===== src/design/wclm_pkg.sv =====
`timescale 1ns / 1ps
// ----------------------------------------------------------------------------
// wclm_pkg
// Shared types, codes and wildcard helpers for the code list matcher.
// ----------------------------------------------------------------------------
package wclm_pkg;

    localparam int CodeWidth = 32;

    typedef logic [CodeWidth-1:0] code_t;

    localparam code_t CODE_STAR    = 32'h2A00_0000;
    localparam code_t CODE_INVERSE = 32'h2100_0000;

    localparam code_t MASK_ALL  = 32'h0000_0000;
    localparam code_t MASK_B3   = 32'hFF00_0000;
    localparam code_t MASK_B32  = 32'hFFFF_0000;
    localparam code_t MASK_B321 = 32'hFFFF_FF00;
    localparam code_t MASK_NONE = 32'hFFFF_FFFF;

    localparam logic [7:0] WILD_BYTE = 8'h2A;

    typedef struct packed {
        logic polarity;
        logic decided;
        logic decided_value;
    } match_state_t;

    localparam match_state_t STATE_RESET = '{polarity: 1'b1, decided: 1'b0,
                                            decided_value: 1'b0};

    // first star byte masks itself and everything after it
    function automatic code_t wildcard_mask(input code_t code);
        code_t m;
        if (code[31:24] == WILD_BYTE)
            m = MASK_ALL;
        else if (code[23:16] == WILD_BYTE)
            m = MASK_B3;
        else if (code[15:8] == WILD_BYTE)
            m = MASK_B32;
        else if (code[7:0] == WILD_BYTE)
            m = MASK_B321;
        else
            m = MASK_NONE;
        return m;
    endfunction

    function automatic logic code_covered(input code_t src, input code_t pat);
        code_t smask;
        code_t pmask;
        logic  hit;
        smask = wildcard_mask(src);
        pmask = wildcard_mask(pat);
        hit = (src == pat)
            || ((smask != MASK_NONE) && ((pat & smask) == (src & smask)))
            || ((src & pmask) == (pat & pmask));
        return hit;
    endfunction

endpackage


===== src/design/wclm_if.sv =====
`timescale 1ns / 1ps
// ----------------------------------------------------------------------------
// wclm_if
// Valid/ready channels for pattern entries and match results.
// ----------------------------------------------------------------------------
interface wclm_entry_if
    import wclm_pkg::*;
();
    logic  valid;
    logic  ready;
    code_t source_code;
    code_t pattern_code;
    logic  entry_valid;
    logic  last_entry;

    modport source (output valid, output source_code, output pattern_code,
                    output entry_valid, output last_entry, input ready);
    modport sink   (input valid, input source_code, input pattern_code,
                    input entry_valid, input last_entry, output ready);
endinterface

interface wclm_result_if;
    logic valid;
    logic ready;
    logic matches_res;

    modport source (output valid, output matches_res, input ready);
    modport sink   (input valid, input matches_res, output ready);
endinterface


===== src/design/wildcard_code_list_match.sv =====
`timescale 1ns / 1ps
// ----------------------------------------------------------------------------
// wildcard_code_list_match
// Tests a four-byte code against a streamed wildcard pattern list.
// ----------------------------------------------------------------------------
// Usage:
//   pattern  : one list entry per word (source code, pattern code, entry
//              valid flag, last flag). A word with entry_valid low is skipped.
//   result   : one word per list, carrying matches_res, sent after the word
//              flagged last_entry.
//   Path     : a last word passes the input register, then the result register.
//   Throughput: one word per cycle while no last word waits on a pending result;
//              the list state is a single 3-bit loop through the entry
//              evaluator, so lists may follow each other without gaps.
//   Reset    : clears the input and result valid flags and sets the list state
//              to polarity 1, nothing decided.
//   Stall    : a result waiting on the receiver holds the result register;
//              non-last words keep flowing into the list state, and only a
//              last word waits in the input register until the result goes.
// ----------------------------------------------------------------------------
module wildcard_code_list_match
    import wclm_pkg::*;
(
    input  logic         clk,
    input  logic         rst_n,
    wclm_entry_if.sink   pattern,
    wclm_result_if.source result
);

    logic         in_valid_reg;
    code_t        src_reg;
    code_t        pat_reg;
    logic         entry_valid_reg;
    logic         last_reg;

    match_state_t state_reg;
    match_state_t state_next;
    match_state_t eval_next;
    logic         eval_answer;

    logic         out_valid_reg;
    logic         out_valid_next;
    logic         out_match_reg;

    logic         advance;
    logic         close_list;

    // a last word may only leave when the result slot is free
    assign advance    = in_valid_reg && (!last_reg || !out_valid_reg || result.ready);
    assign close_list = advance && last_reg;
    assign pattern.ready = !in_valid_reg || advance;

    wclm_entry_eval u_eval (
        .state        (state_reg),
        .source_code  (src_reg),
        .pattern_code (pat_reg),
        .entry_valid  (entry_valid_reg),
        .state_next   (eval_next),
        .answer       (eval_answer)
    );

    always_comb
    begin
        if (close_list)
            state_next = STATE_RESET;
        else if (advance)
            state_next = eval_next;
        else
            state_next = state_reg;
    end

    always_comb
    begin
        if (close_list)
            out_valid_next = 1'b1;
        else if (result.ready)
            out_valid_next = 1'b0;
        else
            out_valid_next = out_valid_reg;
    end

    always_ff @(posedge clk or negedge rst_n)
    begin
        if (!rst_n)
        begin
            in_valid_reg  <= 1'b0;
            state_reg     <= STATE_RESET;
            out_valid_reg <= 1'b0;
        end
        else
        begin
            if (pattern.ready)
                in_valid_reg <= pattern.valid;
            state_reg     <= state_next;
            out_valid_reg <= out_valid_next;
        end
    end

    always_ff @(posedge clk)
    begin
        if (pattern.valid && pattern.ready)
        begin
            src_reg         <= pattern.source_code;
            pat_reg         <= pattern.pattern_code;
            entry_valid_reg <= pattern.entry_valid;
            last_reg        <= pattern.last_entry;
        end
        if (close_list)
            out_match_reg <= eval_answer;
    end

    assign result.valid       = out_valid_reg;
    assign result.matches_res = out_match_reg;

    a_close_resets_state: assert property (@(posedge clk) disable iff (!rst_n)
        close_list |=> (state_reg.polarity && !state_reg.decided))
        else $error("list state not restored after last word");

    a_close_loads_result: assert property (@(posedge clk) disable iff (!rst_n)
        close_list |=> out_valid_reg)
        else $error("result not posted after last word");

    a_decided_sticks: assert property (@(posedge clk) disable iff (!rst_n)
        (state_reg.decided && !close_list) |=> state_reg.decided)
        else $error("decision lost inside a list");

    a_polarity_frozen: assert property (@(posedge clk) disable iff (!rst_n)
        (state_reg.decided && !close_list) |=>
            (state_reg.polarity == $past(state_reg.polarity)))
        else $error("polarity changed after a match");

endmodule


===== src/design/wclm_entry_eval.sv =====
`timescale 1ns / 1ps
// ----------------------------------------------------------------------------
// wclm_entry_eval
// Applies one list entry to the running match state.
// ----------------------------------------------------------------------------
module wclm_entry_eval
    import wclm_pkg::*;
(
    input  match_state_t state,
    input  code_t        source_code,
    input  code_t        pattern_code,
    input  logic         entry_valid,
    output match_state_t state_next,
    output logic         answer
);

    always_comb
    begin
        state_next = state;
        if (entry_valid && !state.decided)
        begin
            if (pattern_code == CODE_STAR)
            begin
                state_next.decided       = 1'b1;
                state_next.decided_value = state.polarity;
            end
            else if (pattern_code == CODE_INVERSE)
            begin
                state_next.polarity = ~state.polarity;
            end
            else if (code_covered(source_code, pattern_code))
            begin
                state_next.decided       = 1'b1;
                state_next.decided_value = state.polarity;
            end
        end
    end

    // no match: inverse of the final polarity
    assign answer = state_next.decided ? state_next.decided_value : ~state_next.polarity;

endmodule

===== src/flat_wrapper.sv =====
// flat-port wrapper written by rule: the top's interface ports become plain ports
module wildcard_code_list_match_flat import wclm_pkg::*;
  (clk, rst_n, pattern_valid, pattern_source_code, pattern_pattern_code, pattern_entry_valid, pattern_last_entry, pattern_ready, result_valid, result_matches_res, result_ready);
  wclm_entry_if pattern_i ();
  wclm_result_if result_i ();
  input  logic clk;
  input  logic rst_n;
  input wire logic [$bits(pattern_i.valid)-1:0] pattern_valid;
  input wire logic [$bits(pattern_i.source_code)-1:0] pattern_source_code;
  input wire logic [$bits(pattern_i.pattern_code)-1:0] pattern_pattern_code;
  input wire logic [$bits(pattern_i.entry_valid)-1:0] pattern_entry_valid;
  input wire logic [$bits(pattern_i.last_entry)-1:0] pattern_last_entry;
  output wire logic [$bits(pattern_i.ready)-1:0] pattern_ready;
  output wire logic [$bits(result_i.valid)-1:0] result_valid;
  output wire logic [$bits(result_i.matches_res)-1:0] result_matches_res;
  input wire logic [$bits(result_i.ready)-1:0] result_ready;
  assign pattern_i.valid = pattern_valid;
  assign pattern_i.source_code = pattern_source_code;
  assign pattern_i.pattern_code = pattern_pattern_code;
  assign pattern_i.entry_valid = pattern_entry_valid;
  assign pattern_i.last_entry = pattern_last_entry;
  assign pattern_ready = pattern_i.ready;
  assign result_valid = result_i.valid;
  assign result_matches_res = result_i.matches_res;
  assign result_i.ready = result_ready;
  wildcard_code_list_match u_core (.clk(clk), .rst_n(rst_n), .pattern(pattern_i), .result(result_i));
endmodule

===== config.mk =====
export PLATFORM = sky130hd
export DESIGN_NAME = wildcard_code_list_match_flat
export DESIGN_NICKNAME = d
export VERILOG_FILES = /design/src/design/wclm_pkg.sv /design/src/design/wclm_if.sv /design/src/design/wildcard_code_list_match.sv /design/src/design/wclm_entry_eval.sv /design/src/flat_wrapper.sv
export SDC_FILE = /design/constraint.sdc
export NUM_CORES = 1
export LEC_CHECK = 0
export BUFFER_PORTS_ARGS = -buffer_cell sky130_fd_sc_hd__buf_4
export CAP_MARGIN = 5
export CORE_MARGIN = 2
export CORE_UTILIZATION = 38
export DETAILED_ROUTE_END_ITERATION = 10
export HOLD_SLACK_MARGIN = 0.03
export SYNTH_ARGS = -nofsm -noshare
export SYNTH_HDL_FRONTEND = slang
export SYNTH_HIERARCHICAL = 1
export SYNTH_SLANG_ARGS = --single-unit

===== constraint.sdc =====
create_clock -name clk -period 2.66 [get_ports clk]
set_input_delay 0.532 -clock clk [delete_from_list [all_inputs] [get_ports clk]]
set_output_delay 0.532 -clock clk [all_outputs]
set_load 0.03 [all_outputs]

==> results summary, run 1 <==
The via count came out at 1758. The worst hold slack across all endpoints came out at 0.349 ns. The overflow left after global routing is 0. The run finished with clean final reports. The minimum clock period after layout came out at 2.34 ns. The max-capacitance violation count came out at 0. The area growth from synthesis to final layout came out at 31.1%. The number of endpoints with negative hold slack in the final report is 0.

Among all stages on the critical path, the largest delay is contributed by or4_4. The sequential fraction of the synthesis area is 71.9%. The initial antenna violation count is 0. The most used flip-flop cell after synthesis is edfxtp_1.

The number of nets in the layout is 338. The flop-to-flop setup slack came out at 0.32 ns. By count the netlist is led by edfxtp_1, xor2_1, xnor2_1, nand2_1. The floorplan die area came out at 8550 sq um. The fraction of final layout cells with drive strength greater than 1 came out at 36.6%. The critical path is of the flop to flop type. The power after layout came out at 2.41 mW. For this run, the slowest stage of the critical path takes 0.56 ns. After the first detailed-routing iteration, the DRC count stood at 87. For the worst-skew pair, the clock arrives at the later sink with an insertion delay of 0.35 ns.

In this run, CTS created clock tree buffers numbering 9. In the post-synthesis netlist, the cell with the most instances is edfxtp_1. The number of global-route vias before repair came to 1796. The largest vdd supply drop is 0.381 mV. The number of nets with antenna violations after detailed routing is 0. The total of endpoints with negative setup slack in the final report is 0.

0 antenna diodes ended up in the layout. Setup repair after global routing left no endpoint under its margin. The placer congestion estimate is 0.742.

The number of library cell types mapped by synthesis is 36. The detailed-router iteration count before antenna repair came out at 4. The CTS tree is yes. The share of the cycle needed by the critical path after routing is 88.1%. The count of input and output buffers came out at 72.

The total setup buffers inserted after CTS came out at 0. The placeable core area came out at 7650 sq um. In this run, post-CTS repair resized a total of 0 instances.

The portion of synthesized cell area occupied by the leading cell type came out at 67.6%. The xor/xnor share of the synthesized area came out at 9.71%. Detailed placement finished with a half-perimeter wire length of 4.17 mm. In this run the clock root is driven by a clkbuf_8. The capture point of the worst path is u_core/state_reg[0]. Counting every net in the synthesized netlist gives 251. In the synthesized netlist, the number of instances is 181. For this run, the number of Yosys warnings is 6.

The number of max-slew violations in the final report is 0. The synthesized design contains 67 enable-type register cells. The number of sinks on the clock net is 72.

The arrival time of data at the critical path endpoint came out at 2.58 ns. The setup TNS is 0 ns. The clock skew came out at 0.0101 ns. The filler cells instantiated in the layout total 655.

The post-synthesis async set-or-reset flop share came out at 6.94%. The depth of the CTS H-tree came out at 3. The maximum number of pins on one net before global-route repair is 22. The overall fraction of global-route tracks in use is 13.8%. The depth of the critical timing path with buffers and inverters included came out at 8. The worst hold path belongs to the class input pin to flop. The total length of routed wires is 5.44 mm. Measured along the y axis, the die boundary spans 92.5 microns. The upper clock frequency limit came out at 0.427 GHz. The synthesized-area fraction occupied by adder cells came out at 0%.

STA classifies the critical path endpoint as a flop. The analysis attributes to cell leakage a power of 1.46 nW. The clock passes through at most 2 buffers. The required time at the endpoint of the critical path is 2.89 ns. The register clock-pin slew on the reported worst setup and hold paths is 0.09 ns.

The synthesized-area fraction occupied by ao, oa, aoi and oai cells came out at 1.93%. The power per unit of standard cell area is 617 nW/um^2. The sum of buffers and inverters on the critical path is 0. Dividing the synthesized area by the synthesized cell count gives 16.4 sq um. The portion of netlist area occupied by mux cells is 0.883%.

Along the worst hold path, the cell count comes to 1. The largest total area in the synthesized netlist belongs to edfxtp_1. STA classifies the critical path startpoint as a flop.

The boundary pin count came out at 73. After detailed routing, the number of remaining DRC violations is 0. The cell family contributing the most delay on the critical path is compound AO/OA/AOI/OAI gates. At the pin with the least slew margin, the transition time is 0.487 ns. The critical register-to-register path endpoint is u_core/state_reg[0].

The critical path goes through or4_4 -> o31ai_1 -> o2111ai_1 -> a31oi_1 -> o21ai_1 -> mux2_1 -> nand3b_1 -> nand3_1. The critical register-to-register path startpoint is u_core/pat_reg[6]. Yosys attributes the largest share of cell area to edfxtp_1, xor2_1, xnor2_1. The vias per cell is 4.69.

The critical path starts at u_core/pat_reg[6]. The netlist area before placement is 2980 sq um. The headroom to the max-slew limit came out at 67.5%. The synthesized-area fraction occupied by and/or/nand/nor cells came out at 15.3%. The detail-routed net length per standard cell is 14.5 microns.

In this run the horizontal extent of the chip is 92.5 microns. The starting density of the core is 38.9%. The highest fanout seen on the critical path is 3.

The combinational family with the most area after synthesis is simple AND/OR/NAND/NOR gates. The floorplan row count came out at 32. The first-pass GRT wire length came out at 8.85 mm. The number of register bits inferred by synthesis came out at 72. For the worst flop-to-flop path, the logic depth is 8.
-- cell type report --
class | instances | area, sq um | share of cell area [%]
clock buffers | 9 | 124 | 3.18
multi-input cells | 107 | 831 | 21.3
inverters | 2 | 7.51 | 0.192
well taps | 102 | 128 | 3.27
clock inverters | 7 | 73.8 | 1.89
repair buffers | 76 | 598 | 15.3
flip-flops and latches | 72 | 2140 | 54.8
-- worst min-delay path by stage --
| stage | start | endpoint | slack (ns) |
|---|---|---|---|
| after detailed placement | rst_n | u_core/result.valid | 0.34 |
| after floorplan | rst_n | u_core/in_valid_reg | 0.24 |
| after global placement | rst_n | u_core/result.valid | 0.34 |
| after CTS | pattern_pattern_code[15] | u_core/pat_reg[15] | 0.33 |
| after global routing | pattern_pattern_code[12] | u_core/pat_reg[12] | 0.32 |
| final | pattern_pattern_code[15] | u_core/pat_reg[15] | 0.35 |
-- cells in the final DEF (no fill, tap or decap), types with 2 or more instances in the layout --
cell type	n
buf_4	73
edfxtp_1	67
xor2_1	17
xnor2_1	16
clkbuf_8	9
nand2_1	7
nor2_1	6
nor4_1	6
nand2b_1	5
nand3_1	5
nand3b_1	4
dfrtp_1	4
nor4b_1	4
nor4bb_1	4
nand4_1	4
nand4b_1	3
inv_6	2
clkinv_4	2
inv_8	2
inv_1	2
a21oi_1	2
nor3b_1	2
nor3_1	2
buf_12	2
nor4_4	2
or4_1	2
o21ai_1	2
-- routing by layer --
metal / up-vias / share of wire, % / global-route usage, %
met3: 6 / 6.0 / 5.70
li1: 880 / - / -
met1: 818 / 45 / 18.0
met4: 0 / 0.90 / 4.10
met5: - / 0 / 0
met2: 54 / 48 / 21.2
-- logic make-up after synthesis --
family,Yosys count
AO/OA/AOI/OAI,9
XOR/XNOR,33
buffers and inverters,2
flip-flops,72
multiplexers,2
AND/OR/NAND/NOR,63
-- per-stage QoR --
step / setup WS, ns / cells / utilization [%] / instance area, sq um
floorplan: 0.468 / 181 / - / 2980
global placement: 0.383 / 358 / 48.3 / 3690
detailed placement: 0.334 / 358 / 48.3 / 3690
CTS: 0.316 / 375 / 51.0 / 3900
global route: 0.141 / 375 / 51.0 / 3900
finish: 0.316 / 375 / 51.0 / 3900
-- repair_timing --
action	4_1_cts	5_1_grt
endpoints found under the setup margin	0	0
hold endpoints to repair	4	0
hold buffers	1	0
-- power breakdown --
part | leakage, nW | total, mW | switching (mW) | internal, mW
Combinational | 0.641 | 0.195 | 0.0748 | 0.121
Clock | 0.101 | 0.838 | 0.470 | 0.369
Sequential | 0.714 | 1.37 | 0.0551 | 1.32
-- worst reg2reg max path, delay by kind of cell (launching register included) --
kind	cells	cell delay (ns)
AOI/OAI and AO/OA	4	0.76
DFF	1	0.43
muxes	1	0.34
and+or+nand+nor	3	0.72
Power figures use the tool's default switching activity.
==> run 2, diff against run 1 <==
--- a/config.mk
+++ b/config.mk
@@ -7,6 +7,7 @@
 export LEC_CHECK = 0
 export BUFFER_PORTS_ARGS = -buffer_cell sky130_fd_sc_hd__buf_4
 export CAP_MARGIN = 5
+export CORE_ASPECT_RATIO = 0.5
 export CORE_MARGIN = 2
 export CORE_UTILIZATION = 38
 export DETAILED_ROUTE_END_ITERATION = 10
==> run 2 against run 1 <==
Total power grew 7.4%. Maximum frequency shrank 3.0%. Wire length grew 4.2%. Setup slack lost 0.073 ns. Sequential power is essentially flat. Final cell count grew 1.1%. Via count grew 2.0%. First-iteration DRC count grew 36%. Flip-flop and latch count is the same. Die area grew 0.51%. Largest power group unchanged.
==> results summary, run 2 (synthesized netlist as in run 1, its figures left out) <==
The flow ran to the end, and the final reports show no timing, DRC or antenna violations. The power per unit of standard cell area is 659 nW/um^2 (+6.7%). The total half-perimeter wirelength after legalization and detailed placement came to 4.25 mm (+1.8%). The number of hold buffers added after cts was 1 (unchanged). STA classifies the critical path endpoint as a flop.

The final standard cell utilization of the core is 52.6% (+1.6 points). The depth of the CTS H-tree came to 3 (unchanged). The share of the cycle needed by the critical path after routing is 90.9% (+2.8 points).

The fraction of final layout cells with drive strength greater than 1 came out at 34.3% (-2.3 points). The vias per cell came out at 4.73 (+0.97%). The worst-margin pin slew came out at 0.829 ns (+0.342 ns). The pre-CTS setup slack was 0.294 ns (-0.0403 ns).

The classification of the worst-slack hold path is input pin to flop. The overall fraction of global-route tracks in use came out at 14.1% (+0.31 points). The floorplan die area came out at 8600 sq um (+0.51%).

The clock skew came to 0.00411 ns (-0.00597 ns). Setup repair after global routing left no endpoint under its margin. The met3 usage came to 5.86% (+0.17 points). The clock latency of the later-clocked register in the worst-skew pair came out at 0.33 ns (-0.02 ns). STA classifies the critical path startpoint as a flop. The library cell contributing the largest single delay on the critical path is or4_4.

TritonCTS built the clock tree. The initial antenna violation count came out at 0 (unchanged). The area growth from synthesis to final layout is 31.9%. The delay of the slowest critical-path stage is 0.58 ns (+0.02 ns). The signal on the critical path passes through or4_4 -> o31ai_1 -> o2111ai_1 -> a31oi_1 -> o21ai_1 -> mux2_1 -> nand3b_1 -> nand3_1. The required time at the endpoint of the critical path is 2.87 ns (-0.02 ns). The total length of routed wires was 5.67 mm (+4.2%).

The total setup buffers inserted after CTS is 0 (unchanged). The number of global-route vias before repair came out at 1699 (-5.4%). The die width is 129 microns (+40%). The final non-filler cell total came out at 379 (+1.1%). Leaving out fill and tap cells, the most frequent cell in the layout is buf_4. The arrival time of data at the critical path endpoint came out at 2.63 ns (+0.05 ns). The count of placed standard cells including taps is 362 (+1.1%). The maximum number of pins on one net before global-route repair came out at 67 (+200%). The highest fanout seen on the critical path was 3 (unchanged). The final non-filler cell area is 3920 sq um (+0.61%).

CTS placed an instance of clkbuf_16 at the clock tree root. The number of CTS-inserted buffers is 9 (unchanged). The number of sinks on the clock net came out at 72 (unchanged). The number of max-slew violations in the final report is 0 (unchanged). The total cell area at the placement stage is 3660 sq um (-0.88%). The number of nets in the layout was 336 (-0.59%).

The placeable core area came out at 7460 sq um (-2.5%). The number of endpoints with negative hold slack in the final report came out at 0 (unchanged). The setup slack of the critical path after layout is 0.243 ns (-0.0734 ns). The violation count after the first detailed-route iteration was 118 (+36%). The number of remaining DRC errors is 0 (unchanged).

The height of the die is 66.6 microns (-28%). The detailed-router iteration count before antenna repair is 4 (unchanged). The headroom to the max-slew limit came to 44.7% (-23 points).

Among cell families on the critical path, the largest total delay comes from compound AO/OA/AOI/OAI gates. The first-pass GRT wire length is 8.63 mm (-2.5%). The boundary pin count was 73 (unchanged).

The register clock-pin slew on the reported worst setup and hold paths came out at 0.05 ns (-0.04 ns). In the layout the commonest cells are buf_4, edfxtp_1, xor2_1. The overflow left after global routing is 0 (unchanged). The antenna diode instance count is 0 (unchanged). The post-cts resize count came out at 0 (unchanged).

The floorplan row count came out at 22 (-31%). The via count came out at 1794 (+2.0%). The detail-routed net length per standard cell was 15.0 microns (+3.1%). The largest vdd supply drop is 0.470 mV (+24%). The worst setup path is of the flop to flop kind.

The sum of buffers and inverters on the critical path came out at 0 (unchanged). The placer congestion estimate came to 0.698 (-5.9%). The max-capacitance violation count is 0 (unchanged).

The starting density of the core came to 39.9% (+0.98 points). The buffer levels on the longest clock path came to 2 (unchanged). The setup TNS was 0 ns (unchanged). The met2 global-route usage is 20.1% (-1.1 points).

The met1 routing resource usage after global routing was 18.8% (+0.77 points). The minimum clock period after layout was 2.42 ns (+0.0734 ns). The layer flagged by global routing as most heavily used is met2.

The number of nets with antenna violations after detailed routing came out at 0 (unchanged). The count of input and output buffers is 72 (unchanged). The upper clock frequency limit came out at 0.414 GHz (-3.0%). The leakage component of the power is 1.46 nW (+0.48%).

The total of endpoints with negative setup slack in the final report came out at 0 (unchanged).
-- run 2: cell count changes in the layout (fill, tap and decap cells not counted), sizes merged --
cell,before,now
buf,75,73
clkinv,3,7
inv,6,2
-- run 2: worst paths after layout --
kind | from | to | slack [ns] | cells past startpoint
hold / removal | pattern_source_code[19] | u_core/src_reg[19] | 0.38 | 1
max in group asynchronous | rst_n | u_core/state_reg[2] | 1.92 | 2
min in group asynchronous | rst_n | u_core/state_reg[1] | 0.55 | 2
setup reg to reg | u_core/pat_reg[0] | u_core/state_reg[0] | 0.24 | 8
setup / recovery | u_core/pat_reg[0] | u_core/state_reg[0] | 0.24 | 8
hold reg to reg | u_core/state_reg[2] | u_core/state_reg[2] | 0.53 | 2
-- run 2: final cells by class --
type / instances / area [sq um]
fill: 640 / 3540
sequential: 72 / 2140
multi-input combinational: 107 / 831
timing repair buffer: 74 / 558
clock buffer: 9 / 225
tap: 108 / 135
clock inverter: 7 / 28.8
inverter: 2 / 7.51
-- run 2: worst register-to-register path: cells and delay by family (launching register included) --
family | cells | cell delay, ns
AO/OA/AOI/OAI | 4 | 0.83
AND/OR/NAND/NOR | 3 | 0.73
flip-flops | 1 | 0.40
multiplexers | 1 | 0.34
-- run 2: power breakdown --
| group | internal (mW) | total [mW] | switching [mW] |
|---|---|---|---|
| clock | 0.609 | 1.02 | 0.408 |
| sequential | 1.32 | 1.38 | 0.0561 |
| combinational | 0.113 | 0.189 | 0.0755 |
-- run 2: stage by stage --
step,hold WS (ns),power [mW]
after floorplan,0.236,1.47
after global placement,0.338,1.59
after detailed placement,0.339,1.59
after CTS,0.366,2.61
after global routing,0.359,2.69
final,0.377,2.58
-- run 2: routing by layer --
layer	up-vias	share of wire [%]	wire [microns]
li1	877	-	-
met1	851	48	2720
met2	59	44	2500
met3	7	6.6	374
met4	0	1.3	73
met5	-	0	0
